$ cat config.mk
export PLATFORM = sky130hd
export DESIGN_NAME = itfla_ctrl
export DESIGN_NICKNAME = d
export VERILOG_FILES = /design/src/sv/itfla_pkg.sv /design/src/sv/itfla_ctrl.sv
export SDC_FILE = /design/constraint.sdc
export NUM_CORES = 1
export LEC_CHECK = 0
export ABC_AREA = 1
export BUFFER_PORTS_ARGS = -buffer_cell sky130_fd_sc_hd__buf_2
export CELL_PAD_IN_SITES_DETAIL_PLACEMENT = 0
export CELL_PAD_IN_SITES_GLOBAL_PLACEMENT = 1
export CORE_MARGIN = 2
export CORE_UTILIZATION = 34
export CTS_BUF_LIST = sky130_fd_sc_hd__clkbuf_4
export CTS_CLUSTER_DIAMETER = 100
export DETAILED_ROUTE_END_ITERATION = 10
export PLACE_DENSITY = 0.75
export SYNTH_ARGS = -nofsm -noshare
export SYNTH_HDL_FRONTEND = slang
export SYNTH_SLANG_ARGS = --single-unit
export TNS_END_PERCENT = 1
$ cat constraint.sdc
create_clock -name i_clk -period 1.33 [get_ports i_clk]
set_input_delay 0.266 -clock i_clk [delete_from_list [all_inputs] [get_ports i_clk]]
set_output_delay 0.266 -clock i_clk [all_outputs]
set_load 0.01 [all_outputs]
$ cat src/sv/itfla_pkg.sv
// Shared types and constants for the entry table allocator.
`timescale 1ns / 1ps

package itfla_pkg;

    localparam int IDX_W             = 13;
    localparam int CNT_W             = 16;
    localparam int DEF_TABLE_DEPTH   = 4096;
    localparam int DEF_DATA_WIDTH    = 32;
    localparam logic [CNT_W-1:0] CNT_MAX = {CNT_W{1'b1}};

    typedef enum logic [2:0] {
        CMD_CREATE  = 3'd0,
        CMD_READ    = 3'd1,
        CMD_WRITE   = 3'd2,
        CMD_DELETE  = 3'd3,
        CMD_RECLAIM = 3'd4
    } t_cmd;

    typedef enum logic [1:0] {
        ST_OK        = 2'd0,
        ST_NOT_FOUND = 2'd1,
        ST_ERROR     = 2'd2
    } t_status;

    typedef enum logic [1:0] {
        S_CLEAR,
        S_IDLE,
        S_EXEC
    } t_state;

    typedef struct packed {
        logic ready;
        logic accept;
        logic exec_go;
        logic clear_we;
    } t_ctl;

endpackage

$ cat src/sv/itfla_ctrl.sv
// Sequencer: clearing sweep after reset, then read and execute steps per item.
`timescale 1ns / 1ps

module itfla_ctrl #(
    parameter int TABLE_DEPTH = itfla_pkg::DEF_TABLE_DEPTH,
    parameter int AW          = $clog2(TABLE_DEPTH)
) (
    input  logic             i_clk,
    input  logic             i_rst_n,
    input  logic             i_valid,
    input  logic             i_out_free,
    output itfla_pkg::t_ctl  o_ctl,
    output logic [AW-1:0]    o_clr_addr
);

    itfla_pkg::t_state r_state, n_state;
    logic [AW-1:0]     r_clr_addr;
    logic              w_clr_last;

    assign w_clr_last = (r_clr_addr == AW'(TABLE_DEPTH - 1));

    always_ff @(posedge i_clk) begin
        if (!i_rst_n) begin
            r_state    <= itfla_pkg::S_CLEAR;
            r_clr_addr <= '0;
        end else begin
            r_state <= n_state;
            if (r_state == itfla_pkg::S_CLEAR) begin
                r_clr_addr <= r_clr_addr + AW'(1);
            end
        end
    end

    always_comb begin
        n_state = r_state;
        unique case (r_state)
            itfla_pkg::S_CLEAR: if (w_clr_last) n_state = itfla_pkg::S_IDLE;
            itfla_pkg::S_IDLE:  if (i_valid)    n_state = itfla_pkg::S_EXEC;
            itfla_pkg::S_EXEC:  if (i_out_free) n_state = itfla_pkg::S_IDLE;
            default:            n_state = itfla_pkg::S_CLEAR;
        endcase
    end

    always_comb begin
        o_ctl = '0;
        unique case (r_state)
            itfla_pkg::S_CLEAR: o_ctl.clear_we = 1'b1;
            itfla_pkg::S_IDLE: begin
                o_ctl.ready  = 1'b1;
                o_ctl.accept = i_valid;
            end
            itfla_pkg::S_EXEC:  o_ctl.exec_go = i_out_free;
            default:            o_ctl = '0;
        endcase
    end

    assign o_clr_addr = r_clr_addr;

endmodule

After elaboration in Yosys (flattened, before gate mapping)
Cells that the tools add are included.
{"block": "totals", "ff_bits": 14, "in_bits": 4, "output_inout_bits": 16, "wordCells": 18}
{"block": "op_classes", "add_sub_neg": 1, "eq_ne": 6, "muxes": 7, "reduce_logical": 2}
{"cell": "12-bit by 1-bit adder with 12-bit output, second input constant", "count": 1}
{"cell": "12-bit equality test, second input constant", "count": 1}
{"cell": "2-bit 2-to-1 mux", "count": 4}
{"cell": "2-bit != test, second input constant", "count": 3}
{"cell": "2-bit case mux with 3 select lines", "count": 1}
{"cell": "3-bit AND reduction", "count": 1}
{"cell": "2-bit by 1-bit equality test with 1-bit output, second input constant", "count": 1}
{"cell": "2-bit equality test, second input constant", "count": 1}
{"cell": "2-bit logical NOT", "count": 1}
{"cell": "1-bit 2-to-1 mux", "count": 2}

Longest topological paths before layout
Gate-level depths: netlist (run 1).
{"block": "depth", "word_depth": 3, "mapped_depth": 8, "mapped_depth_nobuf": 8}

Worst setup path before layout (run 1)
Ideal clock, no wire load.
{"block": "synth_timing", "kind": "reg2reg", "start": "register r_clr_addr[0], in the netlist o_clr_addr[0]", "end": "register r_clr_addr[10], in the netlist o_clr_addr[10]", "setup_ns": 0.113, "arrival_ns": 1.185, "required_ns": 1.217, "slack_ns": 0.032, "stages_incl_launch_ff": 7, "path_buffers": 0, "period_less_slack_ns": 1.298, "path_cell_list": "dfxtp_1 > ha_1 > nand3_1 > nor2_4 > nand3_1 > o21ai_1 > nor2_1"}
{"block": "synth_via", "elab_chain_cells": 1}
{"element": "start, declared", "line_no": "itfla_ctrl.sv:17", "rtl": "logic [AW-1:0] r_clr_addr;"}
{"element": "start signal, assigned", "line_no": "itfla_ctrl.sv:29", "rtl": "r_clr_addr <= r_clr_addr + AW'(1);"}
{"element": "12-bit by 1-bit adder with 12-bit output", "line_no": "itfla_ctrl.sv:29"}
Every way passes these cells.
A chain may end at the register's enable or synchronous reset.

==> results of run 1 <==
[path summary, 6_finish.rpt]
check                                      end  slack, ns  depth (start not counted)     startpoint
worst max register to register  o_clr_addr[11]       0.11                          8     r_state[0]
worst min register to register   o_clr_addr[4]       0.45                          1  o_clr_addr[4]
worst min-delay path                r_state[0]       0.28                          4        i_valid
worst max-delay path                  o_ctl[2]      0.007                          5     r_state[1]
[final cells by class]
class | instances | area, um2
Tap cell | 27 | 33.8
Multi-Input combinational cell | 69 | 369
Inverter | 16 | 60.1
Clock buffer | 3 | 22.5
Timing Repair Buffer | 28 | 179
Fill cell | 217 | 986
Clock inverter | 1 | 3.75
Sequential cell | 14 | 288
[logic make-up after synthesis]
kind of cell / count (synthesis) / share of synthesized area (%)
AO/OA/AOI/OAI: 15 / 10.8
buffers and inverters: 17 / 9.17
XOR/XNOR: 1 / 1.26
adder cells (fa/ha/maj): 1 / 1.80
AND/OR/NAND/NOR: 52 / 36.7
flip-flops: 14 / 40.3
[through the flow]
stage                     utilization [%]  hold WS, ns  area [um2]  setup WS, ns  setup TNS (ns)
after global placement               43.4        0.478         843        0.0798               0
after floorplan                         -        0.407         696        0.0320               0
final                                49.2        0.281         956       0.00684               0
after detailed placement             43.4        0.477         843        0.0574               0
after CTS                            46.0        0.278         893       -0.0106         -0.0106
after global routing                 49.2        0.310         956       -0.0363         -0.0654
[sequential cells by signal, indices dropped and copies added (netlist names)]
signal,flops
o_clr_addr,12
r_state,2
[power breakdown]
group          switching, mW  total [mW]  internal (mW)
Clock                  0.139       0.248          0.109
Sequential           0.00814       0.434          0.426
Combinational         0.0322      0.0564         0.0242
[tightest hold or removal path, stage by stage]
cell     delay, ns
buf_2         0.09
o21ai_0       0.07
nand3_1       0.07
a21oi_1       0.04
[per-layer routing]
metal | GRT usage [%] | wire (um) | part of all wire, %
met1 | 17.3 | 733 | 46
met2 | 23.0 | 759 | 48
met3 | 2.76 | 64 | 4.1
met4 | 5.71 | 22 | 1.4
met5 | 0 | 0 | 0
[what timing repair did]
action / 4_1_cts / 5_1_grt
cloned: 0 / 0
setup buffers: 1 / 5
gates resized for setup: 7 / 8
pin swaps: 2 / 4
endpoints found under the setup margin: 3 / 8
[placed cells by master, fill, tap and decap left out, types with 2 or more instances in the layout]
master and count:
a21oi_1 8, buf_2 17, buf_4 8, buf_6 3
clkbuf_4 3, dfxtp_1 10, dfxtp_2 3, inv_1 12
inv_2 4, nand2_1 19, nand2_2 2, nand3_1 5
nand4_1 2, nor2_1 12, nor2_2 3, nor2_4 4
nor3_1 3, o21ai_0 3, o21ai_1 4
==> metrics.cfg, run 1 <==
[synthesis]
synth_async_sr_flop_share_pct=0
yosysTopAreaCellShare_pct=40.3
synth_edf_count=0
synthCells=100
ys_types=18
synth_nets=105
synth-main-ff-cell=dfxtp_1
yosys_warnings=0
yosysMostFrequentCell=nand2_1
seq_area_frac_synth_pct=40.3
synth.area.top_cells=dfxtp_1 40%, nand2_1 11%, inv_1 7.6%, nor2_1 7.6%, a21oi_1 5.8%
synth-seq-cells=14
synth_area_um2=696
synthTopCellsByCount=20 x nand2_1, 14 x dfxtp_1, 14 x inv_1, 14 x nor2_1, 8 x a21oi_1
yosysTopAreaCell=dfxtp_1
postSynthAreaPerCell_um2=6.96

[routing]
drt-total-wl_um=1580
drc=0
drt_iter0_drc=10
ant_nets=0
firstDrtPassIters=4
routed_via_density=4.53
vias=715
wl_per_cell_um=9.99

[cells_and_area]
layout.nets=137
fin_cells=158
layout-drive-gt1-share_pct=38.2
antennaDiodeCount=0
syn2layout_area_growth_pct=37.4

[global_route]
grt_overflow=0
grt_pass1_vias=607
antenna_found_initial=0
track_usage_pct=13.8
grt_max_degree=13
grt_pass1_wl_um=2590

[die]
core_um2=1940
die-area_um2=2420
start_util_pct=35.8
num_rows=16
io_pins=20
die_height_um=49.2
die_x_um=49.2

[sta]
period_minus_slack_ns=1.32
max_freq_mhz=756
fin_worst_skew_ns=0.00793
max_slew.worst_pin.slew_ns=0.275
hold_viol=0
slew_headroom_pct=81.5
setup_viol=0
timing.final.max_slew_violations=0
timing.final.crit_share_pct=99.5
rsz0062_at_grt=true

[setup_path]
end_kind=primary output
path_class=register to primary output
cpPeakStageDelay_ns=0.35
crit_top_cell=buf_6
cp_cell_sequence=buf_6 > nor2_4 > nand2_2 > inv_2 > buf_6
cp_num_buf_inv=3
critical_path.top_delay_family=flip-flops
cp_slowest_cell=dfxtp_2
crit_path_max_fanout=4
arrival_ns=1.06
worst_setup_path_start_kind=register
cp.required_ns=1.06

[place]
numPortBuffers=19
place_inst=148
gp_congestion=0.725
hpwl_um=1210

[clock_network]
clkSinkCount=14
ctsHoldBuffers=0
clk_root_buffer_cell=clkbuf_4
numCtsBuffers=3
cts_tree=done
insertion_delay_ns=0.28
htreeDepth=1
cts_buffer_depth=2
clkTransAtPathRegs_ns=0.09

[pwr]
ir_worst_vdd_mv=0.419
p_total_mw=0.738
power_density_nw_per_um2=772
total_leakage_power_nw=0.439

[outcome]
status=complete, no violations

[hold_path]
hp-class=input pin to register

[flow_run]
drv_cap=0

Note: power is estimated with default switching activity, not from simulation.
==> run 2, diff against run 1 <==
--- a/config.mk
+++ b/config.mk
@@ -5,7 +5,6 @@
 export SDC_FILE = /design/constraint.sdc
 export NUM_CORES = 1
 export LEC_CHECK = 0
-export ABC_AREA = 1
 export BUFFER_PORTS_ARGS = -buffer_cell sky130_fd_sc_hd__buf_2
 export CELL_PAD_IN_SITES_DETAIL_PLACEMENT = 0
 export CELL_PAD_IN_SITES_GLOBAL_PLACEMENT = 1
@@ -14,8 +13,7 @@
 export CTS_BUF_LIST = sky130_fd_sc_hd__clkbuf_4
 export CTS_CLUSTER_DIAMETER = 100
 export DETAILED_ROUTE_END_ITERATION = 10
-export PLACE_DENSITY = 0.75
+export PLACE_DENSITY = 0.72
 export SYNTH_ARGS = -nofsm -noshare
 export SYNTH_HDL_FRONTEND = slang
 export SYNTH_SLANG_ARGS = --single-unit
-export TNS_END_PERCENT = 1
==> run 2 against run 1 <==
Largest power group unchanged. Global-route usage up 3.0 points. Combinational power is 100% higher. The run now ends with setup timing left. Non-clock buffer count is 18 higher. Maximum frequency is 13% lower.
==> metrics.cfg, run 2 <==
[sta]
max_freq_mhz=659  ; -13%
period_minus_slack_ns=1.52  ; +0.194 ns
timing.final.crit_share_pct=114  ; +15 points
hold_ws_ns=0.282  ; +0.00141 ns
timing.final.max_slew_violations=0  ; unchanged
fin_tns_setup_ns=-1.05  ; -1.05 ns
rsz0062_at_grt=true
fin_worst_skew_ns=0.00376  ; -0.00416 ns
layout_setup_ws_ns=-0.187  ; -0.194 ns
setup_viol=11  ; +11
max_slew.worst_pin.slew_ns=0.302  ; +0.0276 ns
hold_viol=0  ; unchanged
slew_headroom_pct=79.7  ; -1.8 points

[die]
core_um2=1900  ; -2.1%
die-area_um2=2340  ; -3.5%
num_rows=16  ; unchanged
start_util_pct=35.2  ; -0.63 points
io_pins=20  ; unchanged
die_height_um=48.4  ; -1.8%
die_x_um=48.4  ; -1.8%

[cells_and_area]
layout.nets=132  ; -3.6%
nFillCells=170  ; -22%
final_cell_mix=22 x buf_4, 15 x buf_2, 9 x dfxtp_1, 9 x buf_6
final_common_cell=buf_4
fin_cells=153  ; -3.2%
antennaDiodeCount=0  ; unchanged
syn2layout_area_growth_pct=76.3
layout-drive-gt1-share_pct=55.6  ; +17 points
largest_register_ffs=12  ; unchanged

[synthesis]
synth_async_sr_flop_share_pct=0  ; unchanged
synth_compound_area_share_pct=15.3  ; +4.5 points
synth-main-ff-cell=dfxtp_1
ys_types=26  ; +8
synthXorXnorAreaFrac_pct=2.62  ; +1.4 points
synthCells=79  ; -21%
seq_area_frac_synth_pct=41.9  ; +1.6 points
yosys_warnings=0  ; unchanged
synth_area_um2=669  ; -3.8%
synthTopCellsByCount=14 x dfxtp_1, 9 x a21oi_1, 8 x nand2_1
yosysMostFrequentCell=dfxtp_1
synth_top_family_by_area=simple AND/OR/NAND/NOR gates
synth_edf_count=0  ; unchanged
postSynthAreaPerCell_um2=8.47  ; +22%
synth_nets=84  ; -20%
yosys.area_share.adder_pct=1.87  ; +0.071 points
yosys.area_share.simple_pct=29.7  ; -7.0 points
synth-seq-cells=14  ; unchanged
yosysTopAreaCell=dfxtp_1
synth.area.mux_share_pct=4.49  ; +4.5 points
yosysTopAreaCellShare_pct=41.9  ; +1.6 points
synth.area.top_cells=dfxtp_1 42%, a21oi_1 6.7%, or4_1 5.6%, mux2i_1 4.5%, nand2_1 4.5%

[clock_network]
clkSinkCount=14  ; unchanged
insertion_delay_ns=0.29  ; about the same
clk_root_buffer_cell=clkbuf_4
cts_tree=done
htreeDepth=1  ; unchanged
numCtsBuffers=3  ; unchanged
clkTransAtPathRegs_ns=0.09  ; about the same
cts_buffer_depth=2  ; unchanged

[setup_path]
r2r_start=o_clr_addr[0]
path_class=register to register
cpPeakStageDelay_ns=0.43  ; +0.08 ns
timing.rr.end=o_clr_addr[8]
r2r_cells=4  ; -4
r2r_slack_ns=-0.19  ; -0.30 ns
end_kind=register
cp_slowest_cell=or4_4
arrival_ns=1.74  ; +0.68 ns
worst_setup_path_start_kind=register
cp.required_ns=1.55  ; +0.49 ns
crit_path_max_fanout=6  ; +2
cp_cell_sequence=ha_4 > or3b_4 > or4_4 > a21oi_2

[place]
pre_cts_ws_ns=-0.273  ; -0.330 ns
place_inst=139  ; -6.1%
numPortBuffers=19  ; unchanged
hpwl_um=1150  ; -5.0%
gp_congestion=0.728  ; +0.51%

[hold_path]
hp-class=input pin to register
min_from=i_rst_n
min_to=r_state[1]
min_path_cells=2  ; -2

[outcome]
violations=setup timing
status=finished with violations

[global_route]
grt_pass1_vias=681  ; +12%
track_usage_pct=16.9  ; +3.0 points
grt_overflow=0  ; unchanged
grt_pass1_wl_um=3020  ; +17%
grt_max_degree=14  ; +1
antenna_found_initial=0  ; unchanged

[pwr]
total_leakage_power_nw=0.511  ; +16%
power_density_nw_per_um2=682  ; -12%
ir_worst_vdd_mv=0.595  ; +42%

[routing]
firstDrtPassIters=5  ; +1
drc=0  ; unchanged
wl_per_cell_um=12.7  ; +27%
vias=768  ; +7.4%
drt-total-wl_um=1940  ; +23%
drt_iter0_drc=19  ; +9
routed_via_density=5.02  ; +11%
ant_nets=0  ; unchanged

[flow_run]
drv_cap=0  ; unchanged

-- run 2: worst max-delay path by stage --
stage               slack [ns]            end  depth (start not counted)          start
finish                   -0.19  o_clr_addr[8]                          4  o_clr_addr[0]
global route             -0.22  o_clr_addr[8]                          4  o_clr_addr[0]
CTS                      -0.18  o_clr_addr[8]                          4  o_clr_addr[0]
detailed placement       -0.27  o_clr_addr[8]                          4  o_clr_addr[1]
global placement         -0.24  o_clr_addr[8]                          4  o_clr_addr[1]
floorplan                -0.28  o_clr_addr[8]                          5  o_clr_addr[1]
-- run 2: worst max-delay path, delay by kind of cell, from the launching register on --
| kind | cells | cell delay [ns] |
|---|---|---|
| flip-flops | 1 | 0.36 |
| AND/OR/NAND/NOR | 2 | 0.84 |
| AO/OA/AOI/OAI | 1 | 0.13 |
| adder cells (fa/ha/maj) | 1 | 0.13 |
-- run 2: power by group --
part           leakage (nW)  switching, mW  internal (mW)
combinational         0.379         0.0528         0.0618
clock                0.0154          0.146          0.109
sequential            0.116        0.00786          0.427
-- run 2: metrics by stage --
stage / power [mW] / utilization [%] / cell area [um2]
3_3_place_gp: 0.523 / 49.1 / 935
6_report: 0.805 / 62.0 / 1180
2_1_floorplan: 0.488 / - / 698
3_5_place_dp: 0.526 / 49.1 / 935
5_1_grt: 0.856 / 62.0 / 1180
4_1_cts: 0.799 / 56.2 / 1070
-- run 2: kinds of logic after synthesis --
kind of cell	after synthesis
fa+ha+maj	1
xor+xnor	2
simple gates	34
flops	14
compound gates	18
buf+inv	7
mux	3
-- run 2: final cells by class --
| cell class | instances | area, um2 | share of cell area, % |
|---|---|---|---|
| Sequential cell | 14 | 292 | 24.7 |
| Tap cell | 27 | 33.8 | 2.86 |
| Clock buffer | 3 | 22.5 | 1.91 |
| Timing Repair Buffer | 46 | 342 | 29.0 |
| Multi-Input combinational cell | 58 | 472 | 40.0 |
| Inverter | 4 | 15.0 | 1.27 |
| Clock inverter | 1 | 3.75 | 0.318 |
-- run 2: timing repair --
item                                    in CTS  in global routing
pin swaps                                    9                  8
hold buffers                                 0                  0
resized for setup                           17                 16
endpoints found under the hold margin        0                  0
endpoints found under the setup margin      15                 16
setup buffers                                5                  6
-- run 2: metal layers --
layer | track usage, % | up-vias | wire [um]
li1 | - | 384 | -
met1 | 19.8 | 359 | 794
met2 | 26.9 | 19 | 997
met3 | 4.94 | 6 | 97
met4 | 11.0 | 0 | 49
met5 | 0 | - | 0
==> run 3, diff against run 2 <==
--- a/config.mk
+++ b/config.mk
@@ -9,11 +9,11 @@
 export CELL_PAD_IN_SITES_DETAIL_PLACEMENT = 0
 export CELL_PAD_IN_SITES_GLOBAL_PLACEMENT = 1
 export CORE_MARGIN = 2
-export CORE_UTILIZATION = 34
+export CORE_UTILIZATION = 37
 export CTS_BUF_LIST = sky130_fd_sc_hd__clkbuf_4
 export CTS_CLUSTER_DIAMETER = 100
 export DETAILED_ROUTE_END_ITERATION = 10
-export PLACE_DENSITY = 0.72
+export PLACE_DENSITY = 0.78
 export SYNTH_ARGS = -nofsm -noshare
 export SYNTH_HDL_FRONTEND = slang
 export SYNTH_SLANG_ARGS = --single-unit
==> run 3 against run 2 <==
The flow still finishes with violations (setup timing). Via count is 2.3% lower. Global-route usage is 1.0 points higher. Wire length is 11% lower. Flip-flop and latch count stayed put. Highest routed layer unchanged. Clock power is 5% higher. Largest cell class unchanged. Critical endpoint is now o_clr_addr[4].
==> metrics.cfg, run 3 (synthesis results as in run 2) <==
[outcome]
status=finished with violations
violations=setup timing

[cells_and_area]
layout.nets=132  ; unchanged
final_common_cell=buf_4
nFillCells=144  ; -15%
layout-drive-gt1-share_pct=57.9  ; +2.4 points
final_cell_area_um2=1180  ; -0.21%
final_cell_mix=21 x buf_4, 16 x buf_2, 9 x buf_6
largest_register_ffs=12  ; unchanged
syn2layout_area_growth_pct=75.9
antennaDiodeCount=0  ; unchanged

[clock_network]
insertion_delay_ns=0.27  ; -0.02 ns
clkSinkCount=14  ; unchanged
clk_root_buffer_cell=clkbuf_4
clkTransAtPathRegs_ns=0.08  ; about the same
numCtsBuffers=3  ; unchanged
cts_buffer_depth=2  ; unchanged
cts_tree=done
htreeDepth=1  ; unchanged

[setup_path]
cp_num_buf_inv=1  ; +1
cp_cell_sequence=ha_4 > or3b_4 > buf_6 > or3_1 > a21oi_1
cp_slowest_cell=or3b_4
path_class=register to register
arrival_ns=1.73  ; about the same
cp.required_ns=1.52  ; -0.03 ns
crit_path_max_fanout=6  ; unchanged
critical_path.top_delay_family=simple AND/OR/NAND/NOR gates
end_kind=register
cpPeakStageDelay_ns=0.42  ; about the same
worst_setup_path_start_kind=register

[sta]
layout_setup_ws_ns=-0.201  ; -0.0142 ns
timing.final.max_slew_violations=0  ; unchanged
max_slew.worst_pin.slew_ns=0.297  ; -0.00579 ns
max_freq_mhz=653  ; -0.93%
rsz0062_at_grt=true
setup_viol=11  ; unchanged
period_minus_slack_ns=1.53  ; +0.0142 ns
hold_viol=0  ; unchanged
timing.final.crit_share_pct=115  ; +1.1 points
fin_worst_skew_ns=0.00137  ; -0.00240 ns
slew_headroom_pct=80.1  ; +0.39 points

[die]
num_rows=15  ; -1
io_pins=20  ; unchanged
die_height_um=46.5  ; -3.8%
die_x_um=46.5  ; -3.8%
die-area_um2=2170  ; -7.4%
core_um2=1710  ; -10%
start_util_pct=39.2  ; +4.0 points

[pwr]
ir_worst_vdd_mv=0.615  ; +3.4%
total_leakage_power_nw=0.532  ; +4.1%
p_total_mw=0.805  ; about the same
power_density_nw_per_um2=684  ; +0.31%

[hold_path]
hp-class=input pin to register

[routing]
routed_via_density=4.97  ; -1.1%
drt_iter0_drc=2  ; -17
firstDrtPassIters=4  ; -1
wl_per_cell_um=11.4  ; -9.9%
ant_nets=0  ; unchanged
drt-total-wl_um=1720  ; -11%
vias=750  ; -2.3%
drc=0  ; unchanged

[place]
hpwl_um=1160  ; +0.54%
pre_cts_ws_ns=-0.251  ; +0.0219 ns
placedInstanceArea_um2=932  ; -0.27%
numPortBuffers=19  ; unchanged
gp_congestion=0.776  ; +6.5%

[global_route]
grt_pass1_vias=661  ; -2.9%
track_usage_pct=17.9  ; +1.0 points
antenna_found_initial=0  ; unchanged
grt_max_degree=15  ; +1
grt_overflow=0  ; unchanged
grt_pass1_wl_um=2820  ; -6.8%

[flow_run]
drv_cap=0  ; unchanged

run 3: changes by cell type in the layout (fill, tap and decap cells not counted):
| cell | change |
|---|---|
| dfxtp_2 | +2 |
| nor4_4 | +1 |
| or4_4 | +1 |
| clkinv_1 | -1 |
| clkbuf_4 | +1 |
| dfxtp_1 | -2 |
| or4_1 | -1 |
| o21ai_0 | +1 |
| o21ai_1 | -1 |
| nand4bb_4 | -1 |
| buf_2 | +1 |
| nor4_2 | -1 |
| nand4bb_1 | +1 |
| buf_4 | -1 |
run 3: what timing repair did:
item	CTS	global route
pin swaps	11	6
setup buffers	8	2
endpoints found under the setup margin	14	15
hold buffers	0	0
resized for setup	16	17
run 3: worst register-to-register path, stage by stage, from the launching register on:
cell     delay, ns
dfxtp_4       0.37
ha_4          0.12
or3b_4        0.42
buf_6         0.14
or3_1         0.30
a21oi_1       0.11
run 3: power by group:
part / leakage, nW / switching (mW) / internal [mW]
sequential: 0.117 / 0.00871 / 0.428
combinational: 0.396 / 0.0474 / 0.0547
clock: 0.0184 / 0.130 / 0.136
total: 0.532 / 0.187 / 0.619
run 3: metrics by stage:
stage | hold WS [ns] | util, % | instances | TNS, ns
floorplan | 0.492 | - | 79 | -0.810
global placement | 0.471 | 54.6 | 137 | -0.968
detailed placement | 0.483 | 54.6 | 137 | -1.28
CTS | 0.289 | 64.0 | 149 | -1.37
global route | 0.285 | 68.9 | 151 | -2.06
finish | 0.295 | 68.9 | 151 | -1.25
run 3: cell type report:
type	count	area [um2]	area share, %
multi-input cells	58	468	39.7
repair buffers	46	339	28.8
flip-flops and latches	14	294	25.0
well taps	25	31.3	2.66
clock buffers	4	30.0	2.55
inverters	4	15.0	1.28
run 3: worst paths after layout:
check | slack (ns) | cells past startpoint | endpoint | startpoint
min reg2reg | 0.50 | 2 | o_clr_addr[11] | o_clr_addr[11]
max | -0.20 | 5 | o_clr_addr[4] | o_clr_addr[0]
max reg2reg | -0.20 | 5 | o_clr_addr[4] | o_clr_addr[0]
min | 0.30 | 2 | r_state[1] | i_rst_n
run 3: metal layers:
layer | vias to the layer above | GRT usage (%) | share of wire, % | wire, um
met2 | 9 | 28.9 | 52 | 895
met3 | 2 | 3.53 | 2.6 | 45
met1 | 359 | 23.9 | 45 | 770
met4 | 0 | 5.14 | 0.75 | 13
met5 | - | 0 | 0 | 0
li1 | 380 | - | - | -
